$ cat src/hw/rtl/vsd_pkg.sv
`timescale 1ns / 1ps
// ----------------------------------------------------------------------------
// vsd_pkg
// Shared constants and types for the streaming LEB128 varint decoder.
// ----------------------------------------------------------------------------
package vsd_pkg;

    // Byte layout: bit 7 is the continuation flag, bits 6..0 the payload.
    localparam int unsigned ByteW    = 8;
    localparam int unsigned PayloadW = 7;
    localparam int unsigned ContBit  = 7;

    // Decoded value and byte counter widths.
    localparam int unsigned ValueW = 64;
    localparam int unsigned CountW = 4;
    localparam int unsigned ShiftW = 7;

    // Byte limits for the two modes.
    localparam logic [CountW-1:0] IntLimit  = 4'd5;
    localparam logic [CountW-1:0] LongLimit = 4'd10;

    // One decoded number as it travels to the result register.
    typedef struct packed {
        logic [ValueW-1:0] value;
        logic [CountW-1:0] byte_count;
        logic              overlong;
    } t_result;

endpackage

$ cat src/hw/rtl/vsd_accum.sv
`timescale 1ns / 1ps
// ----------------------------------------------------------------------------
// vsd_accum
// Accumulator and byte counter; merges one byte per cycle while i_process is high and decides
// whether the byte ends the current number.
// ----------------------------------------------------------------------------
module vsd_accum (
    input  logic                           i_clk,
    input  logic                           i_rst_n,
    input  logic                           i_process,
    input  logic [vsd_pkg::ByteW-1:0]      i_byte,
    input  logic                           i_long_mode,
    output logic                           o_end,
    output vsd_pkg::t_result               o_result
);

    logic [vsd_pkg::ValueW-1:0] r_acc;
    logic [vsd_pkg::ValueW-1:0] n_acc;
    logic [vsd_pkg::CountW-1:0] r_seen;
    logic [vsd_pkg::CountW-1:0] n_seen;

    logic [vsd_pkg::ShiftW-1:0] shift;
    logic [vsd_pkg::ValueW-1:0] placed;
    logic [vsd_pkg::ValueW-1:0] merged;
    logic [vsd_pkg::CountW-1:0] count;
    logic [vsd_pkg::CountW-1:0] limit;
    logic                       over;

    // Bit position of this byte's payload: seven times the byte index.
    assign shift = {r_seen, 3'b000} - {3'b000, r_seen};

    // Payload placed at its position; positions at or beyond 64 add nothing.
    always_comb begin
        placed = '0;
        if (shift < vsd_pkg::ShiftW'(vsd_pkg::ValueW)) begin
            placed = {{(vsd_pkg::ValueW-vsd_pkg::PayloadW){1'b0}},
                      i_byte[vsd_pkg::PayloadW-1:0]} << shift;
        end
    end

    assign merged = r_acc | placed;
    assign count  = r_seen + 4'd1;
    assign limit  = i_long_mode ? vsd_pkg::LongLimit : vsd_pkg::IntLimit;
    assign over   = count > limit;

    // A clear continuation flag or a byte past the limit ends the number.
    assign o_end = over || !i_byte[vsd_pkg::ContBit];

    // Result fields, with the value cut to 32 bits in VarInt mode.
    always_comb begin
        o_result.value      = i_long_mode ? merged : {32'd0, merged[31:0]};
        o_result.byte_count = count;
        o_result.overlong   = over;
    end

    // State update for a processed byte.
    always_comb begin
        n_acc  = r_acc;
        n_seen = r_seen;
        if (i_process) begin
            if (o_end) begin
                n_acc  = '0;
                n_seen = '0;
            end else begin
                n_acc  = merged;
                n_seen = count;
            end
        end
    end

    always_ff @(posedge i_clk) begin
        if (!i_rst_n) begin
            r_acc  <= '0;
            r_seen <= '0;
        end else begin
            r_acc  <= n_acc;
            r_seen <= n_seen;
        end
    end

    // The byte counter never passes the larger limit.
    a_seen_bound: assert property (@(posedge i_clk) disable iff (!i_rst_n)
        r_seen <= vsd_pkg::LongLimit)
        else $error("byte counter beyond the VarLong limit");

    // A finished number leaves the state cleared.
    a_clear_after_end: assert property (@(posedge i_clk) disable iff (!i_rst_n)
        i_process && o_end |=> r_seen == '0 && r_acc == '0)
        else $error("state not cleared after a number ended");

    // A continuing byte advances the counter by one.
    a_count_step: assert property (@(posedge i_clk) disable iff (!i_rst_n)
        i_process && !o_end |=> r_seen == $past(r_seen) + 4'd1)
        else $error("byte counter did not advance");

    // An overlong number always has more bytes than the VarInt limit.
    a_overlong_count: assert property (@(posedge i_clk) disable iff (!i_rst_n)
        o_result.overlong |-> o_result.byte_count > vsd_pkg::IntLimit)
        else $error("overlong flagged below the byte limit");

endmodule

$ cat src/hw/rtl/vsd_out_reg.sv
`timescale 1ns / 1ps
// ----------------------------------------------------------------------------
// vsd_out_reg
// Result register on the output channel; holds a result until its transfer.
// ----------------------------------------------------------------------------
module vsd_out_reg (
    input  logic                            i_clk,
    input  logic                            i_rst_n,
    input  logic                            i_load,
    input  vsd_pkg::t_result                i_result,
    output logic                            o_ready,
    output logic                            o_valid,
    input  logic                            i_stall,
    output logic [vsd_pkg::ValueW-1:0]      o_value,
    output logic [vsd_pkg::CountW-1:0]      o_byte_count,
    output logic                            o_overlong
);

    logic             r_vld;
    logic             n_vld;
    vsd_pkg::t_result r_res;

    // The register can take a new result when empty or emptying this cycle.
    assign o_ready = !r_vld || !i_stall;

    always_comb begin
        n_vld = r_vld;
        if (o_ready) begin
            n_vld = i_load;
        end
    end

    // Valid flag under reset; the payload needs none.
    always_ff @(posedge i_clk) begin
        if (!i_rst_n) begin
            r_vld <= 1'b0;
        end else begin
            r_vld <= n_vld;
        end
    end

    always_ff @(posedge i_clk) begin
        if (o_ready && i_load) begin
            r_res <= i_result;
        end
    end

    assign o_valid      = r_vld;
    assign o_value      = r_res.value;
    assign o_byte_count = r_res.byte_count;
    assign o_overlong   = r_res.overlong;

endmodule

$ cat src/hw/rtl/varint_stream_decoder.sv
`timescale 1ns / 1ps
// ----------------------------------------------------------------------------
// varint_stream_decoder
// Streaming unsigned LEB128 varint decoder, one byte per transfer.
// ----------------------------------------------------------------------------
// Path: a terminating byte's result passes through the input register, then
// the result register. Throughput: one byte per cycle, but a terminating byte
// waits while the result register cannot take its result.
// Reset (synchronous, active low) clears the accumulator, the byte counter,
// the valid flags and the mode register (VarInt mode).
// ----------------------------------------------------------------------------
module varint_stream_decoder (
    input  logic                            i_clk,
    input  logic                            i_rst_n,
    input  logic                            i_cfg_wr_en,
    input  logic                            i_cfg_wr_data,
    input  logic                            i_valid,
    output logic                            o_stall,
    input  logic [vsd_pkg::ByteW-1:0]       i_data_byte,
    output logic                            o_valid,
    input  logic                            i_stall,
    output logic [vsd_pkg::ValueW-1:0]      o_value,
    output logic [vsd_pkg::CountW-1:0]      o_byte_count,
    output logic                            o_overlong
);

    logic                       r_long_mode;
    logic                       r_in_vld;
    logic [vsd_pkg::ByteW-1:0]  r_in_byte;
    logic                       num_end;
    logic                       out_ready;
    logic                       advance;
    vsd_pkg::t_result           result;

    // Mode register; the user must write it only while the block is idle, which the block itself does not enforce.
    always_ff @(posedge i_clk) begin
        if (!i_rst_n) begin
            r_long_mode <= 1'b0;
        end else if (i_cfg_wr_en) begin
            r_long_mode <= i_cfg_wr_data;
        end
    end

    // A held byte moves on unless it ends a number and the result register cannot take it.
    assign advance = r_in_vld && (!num_end || out_ready);
    assign o_stall = r_in_vld && !advance;

    // Input register: refilled on every cycle in which it is not stalled.
    always_ff @(posedge i_clk) begin
        if (!i_rst_n) begin
            r_in_vld <= 1'b0;
        end else if (!o_stall) begin
            r_in_vld <= i_valid;
        end
    end

    always_ff @(posedge i_clk) begin
        if (!o_stall && i_valid) begin
            r_in_byte <= i_data_byte;
        end
    end

    vsd_accum u_accum (
        .i_clk       (i_clk),
        .i_rst_n     (i_rst_n),
        .i_process   (advance),
        .i_byte      (r_in_byte),
        .i_long_mode (r_long_mode),
        .o_end       (num_end),
        .o_result    (result)
    );

    vsd_out_reg u_out_reg (
        .i_clk        (i_clk),
        .i_rst_n      (i_rst_n),
        .i_load       (advance && num_end),
        .i_result     (result),
        .o_ready      (out_ready),
        .o_valid      (o_valid),
        .i_stall      (i_stall),
        .o_value      (o_value),
        .o_byte_count (o_byte_count),
        .o_overlong   (o_overlong)
    );

endmodule

$ cat config.mk
export PLATFORM = sky130hd
export DESIGN_NAME = varint_stream_decoder
export DESIGN_NICKNAME = d
export VERILOG_FILES = /design/src/hw/rtl/vsd_pkg.sv /design/src/hw/rtl/vsd_accum.sv /design/src/hw/rtl/vsd_out_reg.sv /design/src/hw/rtl/varint_stream_decoder.sv
export SDC_FILE = /design/constraint.sdc
export NUM_CORES = 1
export LEC_CHECK = 0
export BUFFER_PORTS_ARGS = -buffer_cell sky130_fd_sc_hd__buf_2
export CAP_MARGIN = 15
export CORE_MARGIN = 4
export CORE_UTILIZATION = 25
export DETAILED_ROUTE_END_ITERATION = 7
export MAX_ROUTING_LAYER = met4
export SYNTH_ARGS = -nofsm -noshare
export SYNTH_HDL_FRONTEND = slang
export SYNTH_SLANG_ARGS = --single-unit
$ cat constraint.sdc
create_clock -name i_clk -period 13.7 [get_ports i_clk]
set_clock_uncertainty 0.2 [all_clocks]
set_input_delay 2.74 -clock i_clk [delete_from_list [all_inputs] [get_ports i_clk]]
set_output_delay 2.74 -clock i_clk [all_outputs]
set_load 0.05 [all_outputs]
==> run metrics, run 1 <==
status completed; share of post-route cells with drive strength above 1 0.251; Most Crowded Layer GR met2; pre-CTS setup slack 7.21 ns; crit-path max cell delay 0.85 ns; Clock Path Buffers 2; P_leak 0.00291 uW; post-CTS setup buffer count 0; Die Width 172 um; Reg area 3730 um^2; Max transition margin 0.301; CP max-delay cell ha_1; Ys Warns 0; PortBufs 84; Vias/cell 4.90; detailed placement HPWL 12000 um; cell taking the most area after synthesis edfxtp_1; WS Path Type reg2out; crit path max fanout 22; DRC violations left 0; Mapped Area 6700 um^2; core box area 26200 um^2; M3 GR Usage 0.0326; Synth Flop Type edfxtp_1; number of max-cap violations 0; number of fill cells 2649; CP required 10.76 ns; min Tclk post-route 6.90 ns; routed len/inst 17.1 um; fin area 8020 um^2; setup TNS 0 ns; GRT Residual Overflow 0; H-tree Lvls 4; placed cell area 7410 um^2; gr usage total 0.120; initial antenna violation count 2; top-count cell post-synth edfxtp_1; most used cell, CP ha_1; row count 59; synthesis-to-finish area growth 19.8%; chip height 172 um; Syn Nets 608; Synth area leaders edfxtp_1 35%, dfxtp_1 21%, nor2_1 3.3%; routed wire length 17300 um; worst slew pin tran 1.04 ns; fin. max-slew vios 0; Nets 681; TritonCTS Buffers 17; WP buf/inv 3; vias in the first global route 4637; Worst VDD drop 0.0000845 V; period utilisation layout 0.504; Power Total 1110 uW; Netlist cell types 74; Power Density 138 nW/um^2; #FFs+latches synth 148; synth cell count leaders 77 x edfxtp_1, 71 x dfxtp_1, 59 x nor2_1; Async S/R FF share, synth 0; Final WS setup 6.80 ns; Final ANT Viol Nets 0; met1 usage 0.149; final core utilization 0.306; DR vias 4951; Startpoint Class flop; final hold viol count 0; multi-input logic area 2720 um^2; Die ar. 29500 um^2; Critical Path Sink Type output port; first-pass GRT wire length 26300 um; Final setup viols 0; Reg2Reg Setup Slack 8.97 ns; clk slew on worst S/H paths 0.06 ns; CTS tree done; clk sinks 148; initial DRC count 324; largest net degree at the start of global routing 42; Gate Count Post-Synth 587; CP top delay family adder cells; sequential area share after synthesis 0.558; Hold Crit Class reg2reg; CTS Root Cell clkbuf_16; crit-path cells inv_1, ha_1, ha_1, and4_1, nor2_1, a21oi_1, buf_4, nor3_1, buf_2; top cell type's share of synthesized area 0.345; worst skew pair latency 0.43 ns; effective utilization at floorplan 0.256; fmax 145 MHz; Hold-fix buffers, CTS 0; I/O Pins 85; Post-synth EDFFs 77; arrival time worst endpoint 3.96 ns; global placer's final weighted congestion 0.847; met2 Use GR 0.182; syn_area_per_cell 11.4 um^2; PostCTS Resize Cnt 0; First-pass DRT Iterations 5; RSZ-0062 raised after global routing false
per-stage QoR:
step           instances  hold WS [ns]
2_1_floorplan        587         0.227
3_3_place_gp         976         0.239
3_5_place_dp         976         0.244
4_1_cts             1008         0.260
5_1_grt             1010         0.275
6_report            1010         0.259
state kept, by name, indices dropped and copies added (netlist names):
name / cells
u_out_reg.o_overlong: 1
u_out_reg.o_byte_count: 4
u_accum.r_acc: 64
r_long_mode: 1
u_out_reg.o_valid: 1
r_in_vld: 1
r_in_byte: 8
u_out_reg.o_value: 64
u_accum.r_seen: 4
logic make-up (layout without fill, tap and decap cells):
kind of cell	Yosys count	after routing	synth area share
AO/OA/AOI/OAI	200	200	0.225
XOR/XNOR	4	4	0.00635
adder cells (fa/ha/maj)	7	7	0.0131
buffers and inverters	49	135	0.0392
flip-flops	148	148	0.558
multiplexers	18	18	0.0368
other	0	2	0
AND/OR/NAND/NOR	161	161	0.122
worst paths after layout:
check / from / end / cells past startpoint
min reg2reg: u_accum.r_acc[25]$_SDFFE_PN0N_ / u_accum.r_acc[25]$_SDFFE_PN0N_ / 1
min: u_accum.r_acc[25]$_SDFFE_PN0N_ / u_accum.r_acc[25]$_SDFFE_PN0N_ / 1
max reg2reg: u_accum.r_seen[1]$_SDFFE_PN0N_ / u_out_reg.o_value[58]$_SDFFCE_PN0P_ / 9
max: u_accum.r_seen[1]$_SDFFE_PN0N_ / o_stall / 9
layout by cell type, fill, tap and decap left out, types with 3 or more instances in the layout:
| cell | n |
|---|---|
| mux4_2 | 5 |
| and4_1 | 3 |
| clkbuf_16 | 17 |
| clkinvlp_4 | 4 |
| nand3_1 | 8 |
| o2bb2ai_1 | 22 |
| and2_1 | 6 |
| a21o_1 | 15 |
| o211ai_1 | 9 |
| a221oi_1 | 4 |
| ha_1 | 7 |
| nand2b_1 | 5 |
| a31o_2 | 9 |
| nand2_1 | 31 |
| o21bai_1 | 11 |
| nand4_1 | 9 |
| and3_1 | 5 |
| buf_4 | 10 |
| a22oi_1 | 3 |
| clkinv_4 | 3 |
| buf_2 | 84 |
| o21ai_1 | 4 |
| a32o_1 | 6 |
| a211oi_1 | 4 |
| mux2_2 | 3 |
| nor2_2 | 3 |
| a22o_1 | 6 |
| a31oi_1 | 28 |
| nor2_1 | 58 |
| o21a_1 | 10 |
| a21oi_1 | 26 |
| inv_1 | 8 |
| dfxtp_1 | 71 |
| mux2i_1 | 10 |
| nor2b_1 | 8 |
| nor3_1 | 6 |
| edfxtp_1 | 77 |
| bufinv_16 | 3 |
| o21ai_0 | 16 |
cell type report:
| cell class | count | area share |
|---|---|---|
| inverters | 9 | 0.00452 |
| repair buffers | 94 | 0.0618 |
| flip-flops and latches | 148 | 0.466 |
| well taps | 335 | 0.0523 |
| diodes | 2 | 0.000624 |
| clock buffers | 18 | 0.0535 |
| multi-input cells | 390 | 0.339 |
| clock inverters | 14 | 0.0223 |
report_power, final:
part | total (uW) | internal [uW] | switching [uW] | leakage (uW)
sequential | 485 | 480 | 5.52 | 0.00132
clock | 478 | 288 | 189 | 0.000283
combinational | 145 | 38.9 | 106 | 0.00132
worst reg2reg max path: stages, from the launching register on:
cell     delay [ns]
dfxtp_1        0.82
inv_1          0.23
ha_1           0.85
ha_1           0.38
and4_1         0.17
nor2_1         0.17
a21oi_1        0.09
buf_4          0.19
nor2_4         0.62
buf_4          0.58
layer usage:
metal	wire, um	vias up	share of wire
met5	0	-	0
met3	1040	31	0.060
met2	8000	133	0.46
met4	576	0	0.033
li1	-	2411	-
met1	7690	2376	0.44
(Power assumes the default switching activity.)
==> inputs of run 2 (changes only) <==
--- a/config.mk
+++ b/config.mk
@@ -5,6 +5,7 @@
 export SDC_FILE = /design/constraint.sdc
 export NUM_CORES = 1
 export LEC_CHECK = 0
+export ABC_AREA = 1
 export BUFFER_PORTS_ARGS = -buffer_cell sky130_fd_sc_hd__buf_2
 export CAP_MARGIN = 15
 export CORE_MARGIN = 4
==> constraint.sdc (replaced) <==
create_clock -name i_clk -period 5.6 [get_ports i_clk]
set_clock_uncertainty 0.2 [all_clocks]
set_input_delay 1.12 -clock i_clk [delete_from_list [all_inputs] [get_ports i_clk]]
set_output_delay 1.12 -clock i_clk [all_outputs]
set_load 0.05 [all_outputs]
==> run metrics, run 2 <==
effective utilization at floorplan 0.253 (-0.00217); largest net degree at the start of global routing 45 (+7.1%); crit path max fanout 14 (-36%); crit-path max cell delay 0.62 ns (-0.23 ns); pre-CTS setup slack 1.65 ns (-5.57 ns); fin. max-slew vios 0 (unchanged); Vias/cell 4.26 (-13%); Synth area leaders edfxtp_1 34%, dfxtp_1 21%, nand2_1 14%; crit-path cells inv_4, ha_1, ha_1, inv_1, o21bai_1, nand2_1, nand2_1, nand2_1, nand2_1, nand3_1, inv_1, buf_2; Startpoint Class flop; detailed placement HPWL 12200 um (+1.8%); cell taking the most area after synthesis edfxtp_1; min Tclk post-route 4.32 ns; Critical Path Sink Type output port; status completed; initial antenna violation count 0 (-2); CP required 4.28 ns (-6.48 ns); P_leak 0.00357 uW (+23%); Final ANT Viol Nets 0 (unchanged); Die ar. 29900 um^2 (+1.3%); global placer's final weighted congestion 0.825 (-2.6%); vias in the first global route 5245 (+13%); CP max-delay cell dfxtp_1; arrival time worst endpoint 3.00 ns (-0.96 ns); clk slew on worst S/H paths 0.06 ns (about the same); setup TNS 0 ns (unchanged); initial DRC count 405 (+25%); Power Density 335 nW/um^2 (+140%); Clock Path Buffers 2 (unchanged); first-pass GRT wire length 27400 um (+3.8%); Gate Count Post-Synth 833 (+42%); final hold viol count 0 (unchanged); TritonCTS Buffers 17 (unchanged); syn_area_per_cell 8.15 um^2 (-29%); H-tree Lvls 4 (unchanged); Post-synth EDFFs 77 (unchanged); row count 60 (+1.7%); DRC violations left 0 (unchanged); sequential area share after synthesis 0.550 (-0.00771); core box area 26800 um^2 (+2.3%); share of post-route cells with drive strength above 1 0.171 (-0.0803); routed wire length 17100 um (-1.3%); number of max-cap violations 0 (unchanged); most frequent cells in the layout 245 x nand2_1, 155 x nor2_1, 97 x inv_1, 84 x buf_2, 77 x edfxtp_1; Hold Crit Class reg2reg; PostCTS Resize Cnt 0 (unchanged); synthesis-to-finish area growth 17.8%; routed len/inst 13.6 um (-21%); Final WS setup 1.28 ns (-5.52 ns); Worst VDD drop 0.000231 V (+170%); worst skew pair latency 0.43 ns (about the same); HP Start u_accum.r_acc[1]$_SDFFE_PN0N_; Async S/R FF share, synth 0 (unchanged); WS Path Type reg2out; Ys Warns 0 (unchanged); CTS tree done; clk sinks 148 (unchanged); GRT Residual Overflow 0 (unchanged); Synth Flop Type edfxtp_1; Syn Nets 854 (+40%); worst slew pin tran 0.821 ns (-0.221 ns); commonest non-fill, non-tap cell in the layout nand2_1; r2r startpoint u_accum.r_seen[0]$_SDFFE_PN0N_; CTS Root Cell clkbuf_16; gr usage total 0.118 (-0.00187); Final setup viols 0 (unchanged); chip height 173 um (+0.66%); First-pass DRT Iterations 5 (unchanged); Mapped Area 6790 um^2 (+1.4%); PortBufs 84 (unchanged); most used cell, CP nand2_1; top-count cell post-synth nand2_1; post-CTS setup buffer count 0 (unchanged); DR vias 5369 (+8.4%); Hold-fix buffers, CTS 0 (unchanged); I/O Pins 85 (unchanged); synth cell count leaders 246 x nand2_1, 155 x nor2_1, 98 x inv_1; Nets 927 (+36%); Max transition margin 0.451 (+0.150); fmax 231 MHz; Die Width 173 um (+0.66%); Netlist cell types 29 (-61%); RSZ-0062 raised after global routing false; Critical path origin u_accum.r_seen[0]$_SDFFE_PN0N_; antenna cells 0 (-2); top cell type's share of synthesized area 0.341 (-0.00477); #FFs+latches synth 148 (unchanged); period utilisation layout 0.772
[run 2: cell count changes in the layout (fill, tap and decap cells not counted), sizes merged, moves of 9 or more]
cell | before | now
nand2 | 32 | 266
o21a | 10 | 0
o2bb2ai | 22 | 0
o211ai | 9 | 0
a21o | 15 | 0
o21bai | 11 | 1
inv | 12 | 108
a31oi | 30 | 6
nor2 | 62 | 160
a31o | 9 | 0
nand3 | 8 | 70
o21ai | 21 | 10
mux2i | 10 | 0
[run 2: cells by family (layout without fill, tap and decap cells)]
kind of cell,count (synthesis),after routing,share of synthesized area
and+or+nand+nor,498,498,0.308
DFF,148,148,0.550
buffers and inverters,140,226,0.0960
AOI/OAI and AO/OA,38,38,0.0306
adders and majority gates,7,7,0.0129
xor gates and xnor gates,2,2,0.00258
[run 2: cell type report]
cell class / count / area, um^2
tap: 341 / 427
inverter: 106 / 403
sequential: 148 / 3730
multi-input combinational: 545 / 2410
fill: 2802 / 18800
clock inverter: 10 / 124
clock buffer: 22 / 454
timing repair buffer: 88 / 450
[run 2: where the power goes]
group          switching, uW  leakage [uW]  internal [uW]
sequential              12.4       0.00132           1180
combinational            288       0.00198           83.4
clock                    448      0.000276            672
[run 2: stage by stage]
step,total power (uW),cells,hold slack [ns],util,cell area [um^2]
2_1_floorplan,1510,833,0.230,-,6790
3_3_place_gp,1580,1228,0.239,0.277,7420
3_5_place_dp,1580,1228,0.245,0.277,7420
4_1_cts,2710,1260,0.256,0.298,8000
5_1_grt,2790,1260,0.285,0.298,8000
6_report,2680,1260,0.259,0.298,8000
[run 2: critical path: cells and delay by family (launching register included)]
family	cells	cell delay [ns]
AO/OA/AOI/OAI	1	0.12
adder cells (fa/ha/maj)	2	0.89
buffers and inverters	4	0.52
flip-flops	1	0.62
AND/OR/NAND/NOR	5	0.41
[run 2: routing by layer]
metal / GRT usage / vias up / wire length [um]
met3: 0.0291 / 27 / 982
li1: - / 2742 / -
met2: 0.180 / 131 / 7730
met1: 0.152 / 2469 / 7980
met5: - / - / 0
met4: 0.0446 / 0 / 391
[run 2: worst paths after layout]
check,to,cells past startpoint,slack (ns)
min reg2reg,u_accum.r_acc[1]$_SDFFE_PN0N_,2,0.26
max reg2reg,u_out_reg.o_byte_count[1]$_DFFE_PP_,12,1.65
min,u_accum.r_acc[1]$_SDFFE_PN0N_,2,0.26
max,o_stall,12,1.28
==> inputs of run 3 (changes only) <==
==> constraint.sdc (replaced) <==
create_clock -name i_clk -period 3.9 [get_ports i_clk]
set_clock_uncertainty 0.2 [all_clocks]
set_input_delay 0.78 -clock i_clk [delete_from_list [all_inputs] [get_ports i_clk]]
set_output_delay 0.78 -clock i_clk [all_outputs]
set_load 0.05 [all_outputs]
==> run metrics, run 3 (synthesis gave the netlist of run 2 again) <==
pre-CTS setup slack 0.608 ns (-1.04 ns); hold_ws 0.255 ns (-0.00409 ns); WP buf/inv 4 (unchanged); chip height 173 um (unchanged); GRT Residual Overflow 0 (unchanged); clk slew on worst S/H paths 0.06 ns (about the same); crit path max fanout 8 (-6); Layout Cells excl Fill 1263 (+0.24%); Max transition margin 0.459 (+0.00770); core box area 26800 um^2 (unchanged); CTS Root Cell clkbuf_16; Clock Path Buffers 2 (unchanged); Final setup viols 0 (unchanged); clk sinks 148 (unchanged); synthesis-to-finish area growth 18.9%; setup TNS 0 ns (unchanged); most frequent cells in the layout 245 x nand2_1, 155 x nor2_1, 97 x inv_1, 84 x buf_2, 77 x edfxtp_1; TritonCTS Buffers 17 (unchanged); First-pass DRT Iterations 5 (unchanged); Die ar. 29900 um^2 (unchanged); DRC violations left 0 (unchanged); fmax 280 MHz; gr usage total 0.115 (-0.00242); period utilisation layout 0.917; PortBufs 84 (unchanged); share of post-route cells with drive strength above 1 0.177 (+0.00595); crit-path cells inv_1, ha_1, ha_1, inv_1, o21bai_1, nand2_1, nand2_1, nand2_1, nand2_1, nand3_1, inv_1, buf_2; CP max-delay cell dfxtp_1; detailed placement HPWL 11900 um (-2.8%); CTS tree done; fin area 8080 um^2 (+0.95%); Die Width 173 um (unchanged); Final ANT Viol Nets 0 (unchanged); worst skew pair latency 0.43 ns (about the same); min Tclk post-route 3.58 ns; largest net degree at the start of global routing 45 (unchanged); Nets 930 (+0.32%); Hold Crit Class reg2reg; global placer's final weighted congestion 0.828 (+0.29%); initial antenna violation count 0 (unchanged); CP top delay family adder cells; Critical Path Sink Type output port; initial DRC count 424 (+4.7%); CP required 2.92 ns (-1.36 ns); number of max-cap violations 0 (unchanged); first-pass GRT wire length 26800 um (-2.1%); most used cell, CP nand2_1; post-placement cell count 1231 (+0.24%); final hold viol count 0 (unchanged); Startpoint Class flop; Final WS setup 0.322 ns (-0.956 ns); Hold-fix buffers, CTS 0 (unchanged); routed len/inst 13.4 um (-1.2%); status completed; fin. max-slew vios 0 (unchanged); RSZ-0062 raised after global routing false; routed wire length 16900 um (-0.95%); I/O Pins 85 (unchanged); vias in the first global route 4962 (-5.4%); DR vias 5361 (-0.15%); effective utilization at floorplan 0.253 (unchanged); Vias/cell 4.24 (-0.39%); P_leak 0.00361 uW (+1.0%); H-tree Lvls 4 (unchanged); commonest non-fill, non-tap cell in the layout nand2_1; arrival time worst endpoint 2.60 ns (-0.40 ns); Power Density 496 nW/um^2 (+48%); crit-path max cell delay 0.51 ns (-0.11 ns); WS Path Type reg2out; row count 60 (unchanged); Worst VDD drop 0.000285 V (+24%); antenna cells 0 (unchanged); worst slew pin tran 0.811 ns (-0.00982 ns); placed cell area 7440 um^2 (+0.30%)
run 3: worst paths after layout:
kind / from / to / slack, ns / depth (start not counted)
hold reg to reg: u_accum.r_acc[1]$_SDFFE_PN0N_ / u_accum.r_acc[1]$_SDFFE_PN0N_ / 0.26 / 2
setup / recovery: u_accum.r_seen[1]$_SDFFE_PN0N_ / o_stall / 0.32 / 12
setup reg to reg: u_accum.r_seen[1]$_SDFFE_PN0N_ / u_accum.r_acc[62]$_SDFFE_PN0N_ / 0.85 / 14
hold / removal: u_accum.r_acc[1]$_SDFFE_PN0N_ / u_accum.r_acc[1]$_SDFFE_PN0N_ / 0.26 / 2
run 3: metrics by stage:
step / util / power (uW)
5_1_grt: 0.301 / 4170
4_1_cts: 0.301 / 4040
6_report: 0.301 / 4010
2_1_floorplan: - / 2170
3_5_place_dp: 0.278 / 2270
3_3_place_gp: 0.278 / 2270
run 3: power by group:
group	internal (uW)	leakage, uW	switching [uW]	total, uW
Combinational	121	0.00199	417	538
Sequential	1690	0.00132	16.0	1700
Clock	1080	0.000297	683	1770
run 3: repair_timing:
item | 4_1_cts | 5_1_grt
setup endpoints to repair | 0 | 1
gates resized for setup | 0 | 1
buffers inserted | 0 | 0
run 3: routing by layer:
layer / global-route usage / wire length (um) / part of all wire
met3: 0.0352 / 1200 / 0.071
met2: 0.168 / 7550 / 0.45
met4: 0.0353 / 329 / 0.019
met5: - / 0 / 0
met1: 0.155 / 7830 / 0.46
run 3: final cells by class:
type	count	area, um^2
multi-input combinational	545	2410
inverter	106	403
timing repair buffer	91	473
clock inverter	13	198
fill	2803	18700
tap	341	427
clock buffer	19	433
sequential	148	3730
run 3: worst min-delay path: stages, from the launching register on:
cell     delay [ns]
dfxtp_1        0.30
inv_1          0.05
a21oi_1        0.06
